===== src/sv/ubxnav_pkg.sv =====
// Shared types and constants for the UBX navigation frame field extractor.
// Holds sync bytes, message kinds, field codes and the class/id decode.
// Depends on nothing; every other file of the block refers to it by scope.
package ubxnav_pkg;

	// Frame sync bytes
	localparam logic [7:0] SYNC_A = 8'hB5;
	localparam logic [7:0] SYNC_B = 8'h62;

	// Class and id bytes of the recognised messages
	localparam logic [7:0] CLS_NAV     = 8'h01;
	localparam logic [7:0] CLS_SEC     = 8'h27;
	localparam logic [7:0] ID_PVT      = 8'h07;
	localparam logic [7:0] ID_POSLLH   = 8'h02;
	localparam logic [7:0] ID_TIMEUTC  = 8'h21;
	localparam logic [7:0] ID_UNIQID   = 8'h03;
	localparam logic [7:0] ID_SAT      = 8'h35;

	// Message kinds
	localparam logic [2:0] KIND_PVT     = 3'd0;
	localparam logic [2:0] KIND_POSLLH  = 3'd1;
	localparam logic [2:0] KIND_TIMEUTC = 3'd2;
	localparam logic [2:0] KIND_UNIQID  = 3'd3;
	localparam logic [2:0] KIND_SAT     = 3'd4;
	localparam logic [2:0] KIND_NONE    = 3'd7;

	// Field codes
	localparam logic [4:0] FC_YEAR     = 5'd0;
	localparam logic [4:0] FC_MONTH    = 5'd1;
	localparam logic [4:0] FC_FIX      = 5'd7;
	localparam logic [4:0] FC_SATS     = 5'd8;
	localparam logic [4:0] FC_LON      = 5'd9;
	localparam logic [4:0] FC_UNIQID   = 5'd22;
	localparam logic [4:0] FC_SATCOUNT = 5'd23;

	localparam int unsigned VALUE_W = 40;

	// Result of the field table lookup for one frame offset
	typedef struct packed {
		logic       hit;
		logic [4:0] code;
		logic [2:0] k;
		logic       done;
		logic       last;
	} field_hit_t;

	// One result item
	typedef struct packed {
		logic [2:0]         kind;
		logic [VALUE_W-1:0] value;
		logic [4:0]         code;
		logic               last;
	} result_t;

	// Map the latched class and id bytes onto a message kind
	function automatic logic [2:0] kind_of(input logic [7:0] cls, input logic [7:0] id);
		logic [2:0] kind;
		kind = KIND_NONE;
		if (cls == CLS_SEC && id == ID_UNIQID) begin
			kind = KIND_UNIQID;
		end else if (cls == CLS_NAV) begin
			if (id == ID_PVT) begin
				kind = KIND_PVT;
			end else if (id == ID_POSLLH) begin
				kind = KIND_POSLLH;
			end else if (id == ID_TIMEUTC) begin
				kind = KIND_TIMEUTC;
			end else if (id == ID_SAT) begin
				kind = KIND_SAT;
			end
		end
		return kind;
	endfunction

endpackage


===== src/sv/ubxnav_field_lut.sv =====
// Field layout table: for a message kind and a frame offset it gives the
// field code, the byte index within the field and whether the field ends.
// Depends on ubxnav_pkg.
module ubxnav_field_lut (
	input  logic [2:0]              kind,
	input  logic [6:0]              offset,
	output ubxnav_pkg::field_hit_t  field
);

	logic [6:0] rel;

	// Decode the offset against the fixed layout of each message
	always_comb begin
		field = '0;
		rel   = '0;
		case (kind)
			ubxnav_pkg::KIND_PVT: begin
				if (offset inside {[7'd10:7'd11]}) begin
					field.hit  = 1'b1;
					field.code = ubxnav_pkg::FC_YEAR;
					field.k    = 3'(offset - 7'd10);
					field.done = (offset == 7'd11);
				end else if (offset inside {[7'd12:7'd17]}) begin
					rel        = offset - 7'd12;
					field.hit  = 1'b1;
					field.code = 5'(ubxnav_pkg::FC_MONTH + rel[4:0]);
					field.done = 1'b1;
				end else if (offset == 7'd26) begin
					field.hit  = 1'b1;
					field.code = ubxnav_pkg::FC_FIX;
					field.done = 1'b1;
				end else if (offset == 7'd29) begin
					field.hit  = 1'b1;
					field.code = ubxnav_pkg::FC_SATS;
					field.done = 1'b1;
				end else if (offset inside {[7'd30:7'd81]}) begin
					// Run of 4-byte fields from longitude to heading accuracy
					rel        = offset - 7'd30;
					field.hit  = 1'b1;
					field.code = 5'(ubxnav_pkg::FC_LON + rel[6:2]);
					field.k    = {1'b0, rel[1:0]};
					field.done = (rel[1:0] == 2'd3);
					field.last = (offset == 7'd81);
				end
			end
			ubxnav_pkg::KIND_POSLLH: begin
				if (offset inside {[7'd10:7'd33]}) begin
					rel        = offset - 7'd10;
					field.hit  = 1'b1;
					field.code = 5'(ubxnav_pkg::FC_LON + rel[6:2]);
					field.k    = {1'b0, rel[1:0]};
					field.done = (rel[1:0] == 2'd3);
					field.last = (offset == 7'd33);
				end
			end
			ubxnav_pkg::KIND_TIMEUTC: begin
				if (offset inside {[7'd18:7'd19]}) begin
					field.hit  = 1'b1;
					field.code = ubxnav_pkg::FC_YEAR;
					field.k    = 3'(offset - 7'd18);
					field.done = (offset == 7'd19);
				end else if (offset inside {[7'd20:7'd24]}) begin
					rel        = offset - 7'd20;
					field.hit  = 1'b1;
					field.code = 5'(ubxnav_pkg::FC_MONTH + rel[4:0]);
					field.done = 1'b1;
					field.last = (offset == 7'd24);
				end
			end
			ubxnav_pkg::KIND_UNIQID: begin
				if (offset inside {[7'd10:7'd14]}) begin
					field.hit  = 1'b1;
					field.code = ubxnav_pkg::FC_UNIQID;
					field.k    = 3'(offset - 7'd10);
					field.done = (offset == 7'd14);
					field.last = (offset == 7'd14);
				end
			end
			ubxnav_pkg::KIND_SAT: begin
				if (offset == 7'd11) begin
					field.hit  = 1'b1;
					field.code = ubxnav_pkg::FC_SATCOUNT;
					field.done = 1'b1;
					field.last = 1'b1;
				end
			end
			default: begin
				field = '0;
			end
		endcase
	end

endmodule


===== src/sv/ubxnav_out_skid.sv =====
// Output register with a skid stage for result items.
// The upstream side keeps being accepted while one result waits downstream.
// Depends on ubxnav_pkg.
module ubxnav_out_skid (
	input  logic                 clk,
	input  logic                 arst_n,
	input  logic                 in_valid,
	output logic                 in_ready,
	input  ubxnav_pkg::result_t  in_data,
	output logic                 out_valid,
	input  logic                 out_ready,
	output ubxnav_pkg::result_t  out_data
);

	logic                 out_valid_q;
	logic                 skid_valid_q;
	ubxnav_pkg::result_t  out_data_q;
	ubxnav_pkg::result_t  skid_data_q;

	assign in_ready  = !skid_valid_q;
	assign out_valid = out_valid_q;
	assign out_data  = out_data_q;

	// Control flags of the two stages
	always_ff @(posedge clk or negedge arst_n) begin
		if (!arst_n) begin
			out_valid_q  <= 1'b0;
			skid_valid_q <= 1'b0;
		end else if (out_ready || !out_valid_q) begin
			if (skid_valid_q) begin
				out_valid_q  <= 1'b1;
				skid_valid_q <= 1'b0;
			end else begin
				out_valid_q  <= in_valid;
			end
		end else if (in_valid && !skid_valid_q) begin
			skid_valid_q <= 1'b1;
		end
	end

	// Payload of the two stages
	always_ff @(posedge clk) begin
		if (out_ready || !out_valid_q) begin
			out_data_q <= skid_valid_q ? skid_data_q : in_data;
		end else if (in_valid && !skid_valid_q) begin
			skid_data_q <= in_data;
		end
	end

endmodule


===== src/sv/ubx_nav_frame_field_extractor.sv =====
// Top level of the UBX navigation frame field extractor: sync hunting,
// frame offset tracking, field assembly and the result output stage.
// Depends on ubxnav_pkg, ubxnav_field_lut and ubxnav_out_skid.
//
//  channel  | direction | tdata (low bit up)                     | tuser / tlast
//  ---------+-----------+----------------------------------------+--------------------
//  s_*      | in        | rx_byte[7:0]                           | - / -
//  m_*      | out       | field_code[4:0], field_value[44:5]     | message_kind[2:0] /
//           |           |                                        | last_in_message
//
// The sync, offset and assembly registers are updated at the edge that
// accepts a received byte, and a completed field lands in the output
// register, or in the skid register while the output stalls, at that same edge.
// A byte is accepted every cycle while the skid stage is empty, so one
// stalled result does not hold the input back.
// Reset returns to hunting for the first sync byte and empties the output.
module ubx_nav_frame_field_extractor (
	input  logic        clk,
	input  logic        arst_n,
	input  logic        s_tvalid,
	output logic        s_tready,
	input  logic [7:0]  s_tdata,   // rx_byte[7:0]
	output logic        m_tvalid,
	input  logic        m_tready,
	output logic [47:0] m_tdata,   // field_code[4:0], field_value[44:5], zeros[47:45]
	output logic [2:0]  m_tuser,   // message_kind[2:0]
	output logic        m_tlast    // last_in_message
);

	typedef enum logic [1:0] {
		PH_HUNT  = 2'd0,
		PH_SYNC1 = 2'd1,
		PH_FRAME = 2'd2
	} phase_t;

	phase_t                         phase_q, phase_n;
	logic [6:0]                     offset_q, offset_n;
	logic [7:0]                     class_q, class_n;
	logic [7:0]                     id_q, id_n;
	logic [ubxnav_pkg::VALUE_W-1:0] asm_q, asm_n;

	logic                           accept;
	logic                           emit;
	logic [2:0]                     kind;
	ubxnav_pkg::field_hit_t         field;
	ubxnav_pkg::result_t            result;
	ubxnav_pkg::result_t            out_item;
	logic [ubxnav_pkg::VALUE_W-1:0] byte_shifted;

	assign accept = s_tvalid && s_tready;
	assign kind   = ubxnav_pkg::kind_of(class_q, id_q);

	ubxnav_field_lut u_lut (
		.kind   (kind),
		.offset (offset_q),
		.field  (field)
	);

	// Place the received byte at its position within the field
	assign byte_shifted = {{(ubxnav_pkg::VALUE_W-8){1'b0}}, s_tdata} << {field.k, 3'b000};

	// Next state for one received byte
	always_comb begin
		phase_n  = phase_q;
		offset_n = offset_q;
		class_n  = class_q;
		id_n     = id_q;
		asm_n    = asm_q;
		emit     = 1'b0;
		case (phase_q)
			PH_SYNC1: begin
				if (s_tdata == ubxnav_pkg::SYNC_B) begin
					phase_n  = PH_FRAME;
					offset_n = 7'd2;
				end else if (s_tdata != ubxnav_pkg::SYNC_A) begin
					phase_n  = PH_HUNT;
					offset_n = '0;
				end
			end
			PH_FRAME: begin
				offset_n = offset_q + 7'd1;
				if (offset_q == 7'd2) begin
					class_n = s_tdata;
				end else if (offset_q == 7'd3) begin
					id_n = s_tdata;
					if (ubxnav_pkg::kind_of(class_q, s_tdata) == ubxnav_pkg::KIND_NONE) begin
						phase_n  = PH_HUNT;
						offset_n = '0;
					end
				end else if (kind == ubxnav_pkg::KIND_NONE) begin
					phase_n  = PH_HUNT;
					offset_n = '0;
				end else if (field.hit) begin
					asm_n = ((field.k == 3'd0) ? '0 : asm_q) | byte_shifted;
					if (field.done) begin
						emit = 1'b1;
						if (field.last) begin
							phase_n  = PH_HUNT;
							offset_n = '0;
						end
					end
				end
			end
			default: begin
				// Hunting, and the unused phase code, which behaves the same
				if (s_tdata == ubxnav_pkg::SYNC_A) begin
					phase_n  = PH_SYNC1;
					offset_n = 7'd1;
				end else begin
					phase_n  = PH_HUNT;
					offset_n = '0;
				end
			end
		endcase
	end

	// Frame tracking and assembly registers
	always_ff @(posedge clk or negedge arst_n) begin
		if (!arst_n) begin
			phase_q  <= PH_HUNT;
			offset_q <= '0;
			class_q  <= '0;
			id_q     <= '0;
			asm_q    <= '0;
		end else if (accept) begin
			phase_q  <= phase_n;
			offset_q <= offset_n;
			class_q  <= class_n;
			id_q     <= id_n;
			asm_q    <= asm_n;
		end
	end

	// Result item for a completed field
	always_comb begin
		result.kind  = kind;
		result.value = asm_n;
		result.code  = field.code;
		result.last  = field.last;
	end

	ubxnav_out_skid u_out (
		.clk       (clk),
		.arst_n    (arst_n),
		.in_valid  (accept && emit),
		.in_ready  (s_tready),
		.in_data   (result),
		.out_valid (m_tvalid),
		.out_ready (m_tready),
		.out_data  (out_item)
	);

	assign m_tdata = {3'b000, out_item.value, out_item.code};
	assign m_tuser = out_item.kind;
	assign m_tlast = out_item.last;

endmodule

===== config.mk =====
export PLATFORM = sky130hd
export DESIGN_NAME = ubx_nav_frame_field_extractor
export DESIGN_NICKNAME = d
export VERILOG_FILES = /design/src/sv/ubxnav_pkg.sv /design/src/sv/ubxnav_field_lut.sv /design/src/sv/ubxnav_out_skid.sv /design/src/sv/ubx_nav_frame_field_extractor.sv
export SDC_FILE = /design/constraint.sdc
export NUM_CORES = 1
export LEC_CHECK = 0
export BUFFER_PORTS_ARGS = -buffer_cell sky130_fd_sc_hd__clkbuf_2
export CAP_MARGIN = 5
export CORE_ASPECT_RATIO = 1.5
export CORE_MARGIN = 5
export CORE_UTILIZATION = 45
export DETAILED_ROUTE_END_ITERATION = 8
export PLACE_DENSITY_LB_ADDON = 0.12
export SKIP_LAST_GASP = 1
export SYNTH_ARGS = -nofsm -noshare
export SYNTH_HDL_FRONTEND = slang
export SYNTH_SLANG_ARGS = --single-unit

===== constraint.sdc =====
create_clock -name clk -period 10.4 [get_ports clk]
set_input_delay 1.56 -clock clk [delete_from_list [all_inputs] [get_ports clk]]
set_output_delay 1.56 -clock clk [all_outputs]
set_load 0.05 [all_outputs]

==> impl_results.html <==
<table>
<tr><th>Metric</th><th>Value</th></tr>
<tr><th colspan="2">Layout</th></tr>
<tr><td>Proportion of layout cells with a drive suffix above 1</td><td>around 22%</td></tr>
<tr><td>Area of combinational cells with multiple inputs</td><td>approximately 3700 um^2</td></tr>
<tr><td>Total area of sequential cells</td><td>around 4600 um^2</td></tr>
<tr><td>Final non-filler cell area</td><td>~9700 um^2</td></tr>
<tr><td>Fin nets</td><td>between 800 and 900</td></tr>
<tr><td>Area grow syn2layout</td><td>13.1%</td></tr>
<tr><td>Diodes inserted</td><td>0</td></tr>
<tr><td>Number of inserted filler cells in the final layout</td><td>1729</td></tr>
<tr><th colspan="2">Power</th></tr>
<tr><td>Combinational cell fraction of total power</td><td>under 10%</td></tr>
<tr><td>Sequential Power Share</td><td>about half</td></tr>
<tr><td>NetSw</td><td>0.000334 W</td></tr>
<tr><td>Cell area power density</td><td>~150 nW/um^2</td></tr>
<tr><td>Clock network fraction of design power</td><td>46.4%</td></tr>
<tr><td>Switch share</td><td>a little under a quarter</td></tr>
<tr><td>Max IR drop VDD</td><td>slightly above 70 uV</td></tr>
<tr><td>Internal Dissipation</td><td>approximately 0.0011 W</td></tr>
<tr><td>Leakage power of the design</td><td>approximately 3.9 nW</td></tr>
<tr><th colspan="2">GRT</th></tr>
<tr><td>Aggregate global routing overflow</td><td>0</td></tr>
<tr><td>Pin count of the biggest net entering global routing</td><td>between 60 and 70</td></tr>
<tr><td>Initial antenna violation count</td><td>0</td></tr>
<tr><td>First-pass GRT wire length</td><td>37.7 mm</td></tr>
<tr><td>Total routing usage reported by global routing</td><td>between 20% and 30%</td></tr>
<tr><td>Number of global-route vias before repair</td><td>between 6000 and 7000</td></tr>
<tr><th colspan="2">Floorplan</th></tr>
<tr><td>I/O pin count</td><td>between 60 and 70</td></tr>
<tr><td>Die Span X</td><td>roughly 120 um</td></tr>
<tr><td>Number of core rows</td><td>61</td></tr>
<tr><td>Initial cell density of the core</td><td>between 40 and 50%</td></tr>
<tr><td>Die H</td><td>179 um</td></tr>
<tr><td>Placeable Area</td><td>~19000 um^2</td></tr>
<tr><td>Die area</td><td>approximately 22000 um^2</td></tr>
<tr><th colspan="2">Setup path</th></tr>
<tr><td>Crit path capture type</td><td>flip-flop</td></tr>
<tr><td>Largest fanout on the critical path</td><td>slightly below 50</td></tr>
<tr><td>Data required, critical path</td><td>roughly 10000 ps</td></tr>
<tr><td>Worst flop-to-flop path startpoint</td><td>offset_q[2]</td></tr>
<tr><td>Worst path slowest cell</td><td>sky130_fd_sc_hd__a311oi_2</td></tr>
<tr><td>Crit path cell chain</td><td>inv_1, ha_1, a21bo_2, o31a_1, a221oi_1, and2_1, a41oi_1, a311oi_2, nand2_1, nor2_4, buf_4</td></tr>
<tr><td>Type of element launching the critical path</td><td>flip-flop</td></tr>
<tr><td>Launching element of the worst setup path</td><td>offset_q[2]</td></tr>
<tr><td>Worst Setup Path Type</td><td>reg2reg</td></tr>
<tr><td>Arrival time at the worst endpoint</td><td>approximately 5000 ps</td></tr>
<tr><td>CP max stage delay</td><td>720 ps</td></tr>
<tr><th colspan="2">STA</th></tr>
<tr><td>Final hold viol count</td><td>0</td></tr>
<tr><td>Count of final max-slew check failures</td><td>0</td></tr>
<tr><td>Final period demand of the worst path</td><td>between 4000 and 5000 ps</td></tr>
<tr><td>Worst-case hold slack</td><td>between 500 and 600 ps</td></tr>
<tr><td>Setup repair after global routing missed its margin</td><td>no</td></tr>
<tr><td>Achievable Freq</td><td>~200 MHz</td></tr>
<tr><td>Worst slew margin</td><td>18.0%</td></tr>
<tr><td>Share of the clock period used by the worst path</td><td>a little under half</td></tr>
<tr><td>Final Skew</td><td>13.2 ps</td></tr>
<tr><td>Pin slew with the least headroom to its limit</td><td>1220 ps</td></tr>
<tr><td># setup viols final</td><td>0</td></tr>
<tr><td>Total negative setup slack</td><td>0 ps</td></tr>
<tr><th colspan="2">Drt</th></tr>
<tr><td>Initial drt markers</td><td>391</td></tr>
<tr><td>Vias per cell</td><td>roughly 6.1</td></tr>
<tr><td>Number of routed nets with antenna violations</td><td>0</td></tr>
<tr><td>Number of detailed-route iterations in the first pass</td><td>5</td></tr>
<tr><td>Post-detailed-routing wire length</td><td>approximately 24 mm</td></tr>
<tr><td>Vias post-DR</td><td>6608</td></tr>
<tr><td>Final routed wire length divided by cell count</td><td>roughly 23 um</td></tr>
<tr><td>Number of remaining DRC errors</td><td>0</td></tr>
<tr><th colspan="2">Synthesis</th></tr>
<tr><td>Avg Inst Size Synth</td><td>11.2 um^2</td></tr>
<tr><td>Area of the mapped netlist</td><td>8570 um^2</td></tr>
<tr><td>Post-synth EDFFs</td><td>between 90 and 100</td></tr>
<tr><td>Sequential area share after synthesis</td><td>about 54%</td></tr>
<tr><td>Post-synthesis instance total</td><td>roughly 770</td></tr>
<tr><td>Cell type with the largest total area after synthesis</td><td>sky130_fd_sc_hd__edfxtp_1</td></tr>
<tr><td>Synth unique cells</td><td>86</td></tr>
<tr><td>Async SR Flop Fraction</td><td>40.6%</td></tr>
<tr><td>Yosys reg bits</td><td>about 170</td></tr>
<tr><td>Biggest area contributors in the synthesized netlist</td><td>sky130_fd_sc_hd__edfxtp_1 34%, sky130_fd_sc_hd__dfrtp_1 20%, sky130_fd_sc_hd__mux2_2 6.8%</td></tr>
<tr><td>Total of warnings raised by yosys</td><td>0</td></tr>
<tr><td>Most used flip-flop cell after synthesis</td><td>sky130_fd_sc_hd__edfxtp_1</td></tr>
<tr><td>Share of the synthesized area in the top cell type</td><td>between 30% and 40%</td></tr>
<tr><th colspan="2">Flow run</th></tr>
<tr><td>Number of max-capacitance violations reported</td><td>0</td></tr>
<tr><th colspan="2">CTS</th></tr>
<tr><td>Hold buffer count at CTS</td><td>0</td></tr>
<tr><td>Cells resized by post-CTS repair</td><td>0</td></tr>
<tr><td>Cell chosen for the clock root</td><td>sky130_fd_sc_hd__clkbuf_16</td></tr>
<tr><td>Latest clock arrival within the worst-skew pair</td><td>430 ps</td></tr>
<tr><td>Number of sinks driven by the clock tree</td><td>about 170</td></tr>
<tr><td>Clk pin slew, worst setup/hold paths</td><td>80 ps</td></tr>
<tr><td>H-tree Lvls</td><td>4</td></tr>
<tr><td>Inserted Clock Buffers</td><td>17</td></tr>
<tr><td>Number of buffers added for setup after CTS</td><td>0</td></tr>
<tr><td>Clock tree from TritonCTS</td><td>built</td></tr>
<tr><td>Longest Clk Path Bufs</td><td>2</td></tr>
<tr><th colspan="2">Place</th></tr>
<tr><td>Cell Area, Placed</td><td>roughly 9000 um^2</td></tr>
<tr><td>PortBufs</td><td>between 60 and 70</td></tr>
<tr><td>Placer congestion estimate</td><td>0.992</td></tr>
<tr><td>Half-perimeter wire length of the detailed placement result</td><td>between 15 and 20 mm</td></tr>
<tr><th colspan="2">Hold path</th></tr>
<tr><td>Hold/Removal Path Class</td><td>reg2reg</td></tr>
<tr><td>Hold Crit Start</td><td>asm_q[33]</td></tr>
<tr><th colspan="2">Outcome</th></tr>
<tr><td>Status</td><td>finished, final reports clean</td></tr>
</table>
Yosys cell counts (all sizes together), types with 12 or more instances:
master  instances
nand2          66
edfxtp         98
clkbuf         36
o21ai          87
buf            14
inv            25
nor4           12
o31ai          15
dfrtp          67
mux2           55
a21oi          25
a31oi          14
nor3           12
nor2           41
nand3          12
ha             12
a22o           28
critical path, delay by kind of cell (launching register included):
kind | cells | cell delay [ps]
buffers and inverters | 2 | 800
DFF | 1 | 650
adders and majority gates | 1 | 420
AOI/OAI and AO/OA | 5 | 2000
and+or+nand+nor | 3 | 610
sequential cells by signal, summed over array words and instances (netlist names):
signal              cells
u_out.out_valid         1
offset_q                7
u_out.skid_valid_q      1
class_q                 8
phase_q                 2
u_out.out_data         49
u_out.skid_data_q      49
asm_q                  40
id_q                    8
metal layers:
layer	up-vias	GRT usage, %	part of all wire [%]
met5	-	0	0
met2	211	40.2	52
met4	0	13.4	6.0
li1	3000	-	-
met3	66	3.95	3.9
met1	3331	25.6	38
stage by stage:
step / setup WS [ps] / cells / total power (W) / utilization [%]
2_1_floorplan: 4950 / 770 / 0.000750 / -
3_3_place_gp: 5700 / 1045 / 0.000771 / 48.7
3_5_place_dp: 5560 / 1045 / 0.000772 / 48.7
4_1_cts: 5510 / 1077 / 0.00143 / 52.1
5_1_grt: 5200 / 1077 / 0.00146 / 52.1
6_report: 5470 / 1077 / 0.00142 / 52.1
power by group through the flow:
stage / clock, W / sequential, W / combinational (W)
finish: 0.000658 / 0.000700 / 0.0000580
global route: 0.000699 / 0.000701 / 0.0000622
CTS: 0.000667 / 0.000700 / 0.0000583
detailed placement: 0 / 0.000714 / 0.0000581
global placement: 0 / 0.000714 / 0.0000576
floorplan: 0 / 0.000725 / 0.0000253
final cells by class:
| type | count | share of cell area, % |
|---|---|---|
| clock inverters | 14 | 1.86 |
| flip-flops and latches | 165 | 47.7 |
| clock buffers | 18 | 4.53 |
| well taps | 252 | 3.25 |
| multi-input cells | 530 | 37.7 |
| repair buffers | 73 | 4.05 |
| inverters | 25 | 0.968 |
worst paths after layout:
kind	endpoint	cells past startpoint	slack, ps
setup / recovery	u_out.skid_data_q[6]	11	5470
hold / removal	asm_q[33]	2	510
setup reg to reg	u_out.skid_data_q[6]	11	5470
hold reg to reg	asm_q[33]	2	510
max in group asynchronous	asm_q[36]	2	8480
min in group asynchronous	offset_q[4]	2	1300
cell families (layout without fill, tap and decap cells):
family	count (synthesis)	in the layout	share of synthesized area, %
AO/OA/AOI/OAI	232	232	18.4
AND/OR/NAND/NOR	214	214	13.4
flip-flops	165	165	53.9
buffers and inverters	75	130	3.66
multiplexers	57	57	7.59
adder cells (fa/ha/maj)	13	13	1.87
XOR/XNOR	11	11	1.12
other	1	3	0.0438
cell usage in the layout (no fill, tap or decap), types with 15 or more instances in the layout:
master,n
sky130_fd_sc_hd__nand2_1,66
sky130_fd_sc_hd__mux2_2,52
sky130_fd_sc_hd__o21ai_0,86
sky130_fd_sc_hd__a21oi_1,24
sky130_fd_sc_hd__dfrtp_1,67
sky130_fd_sc_hd__inv_1,24
sky130_fd_sc_hd__a22o_1,28
sky130_fd_sc_hd__o31ai_1,15
sky130_fd_sc_hd__nor2_1,39
sky130_fd_sc_hd__clkbuf_16,17
sky130_fd_sc_hd__clkbuf_2,61
sky130_fd_sc_hd__edfxtp_1,98
(Power assumes the default switching activity.)
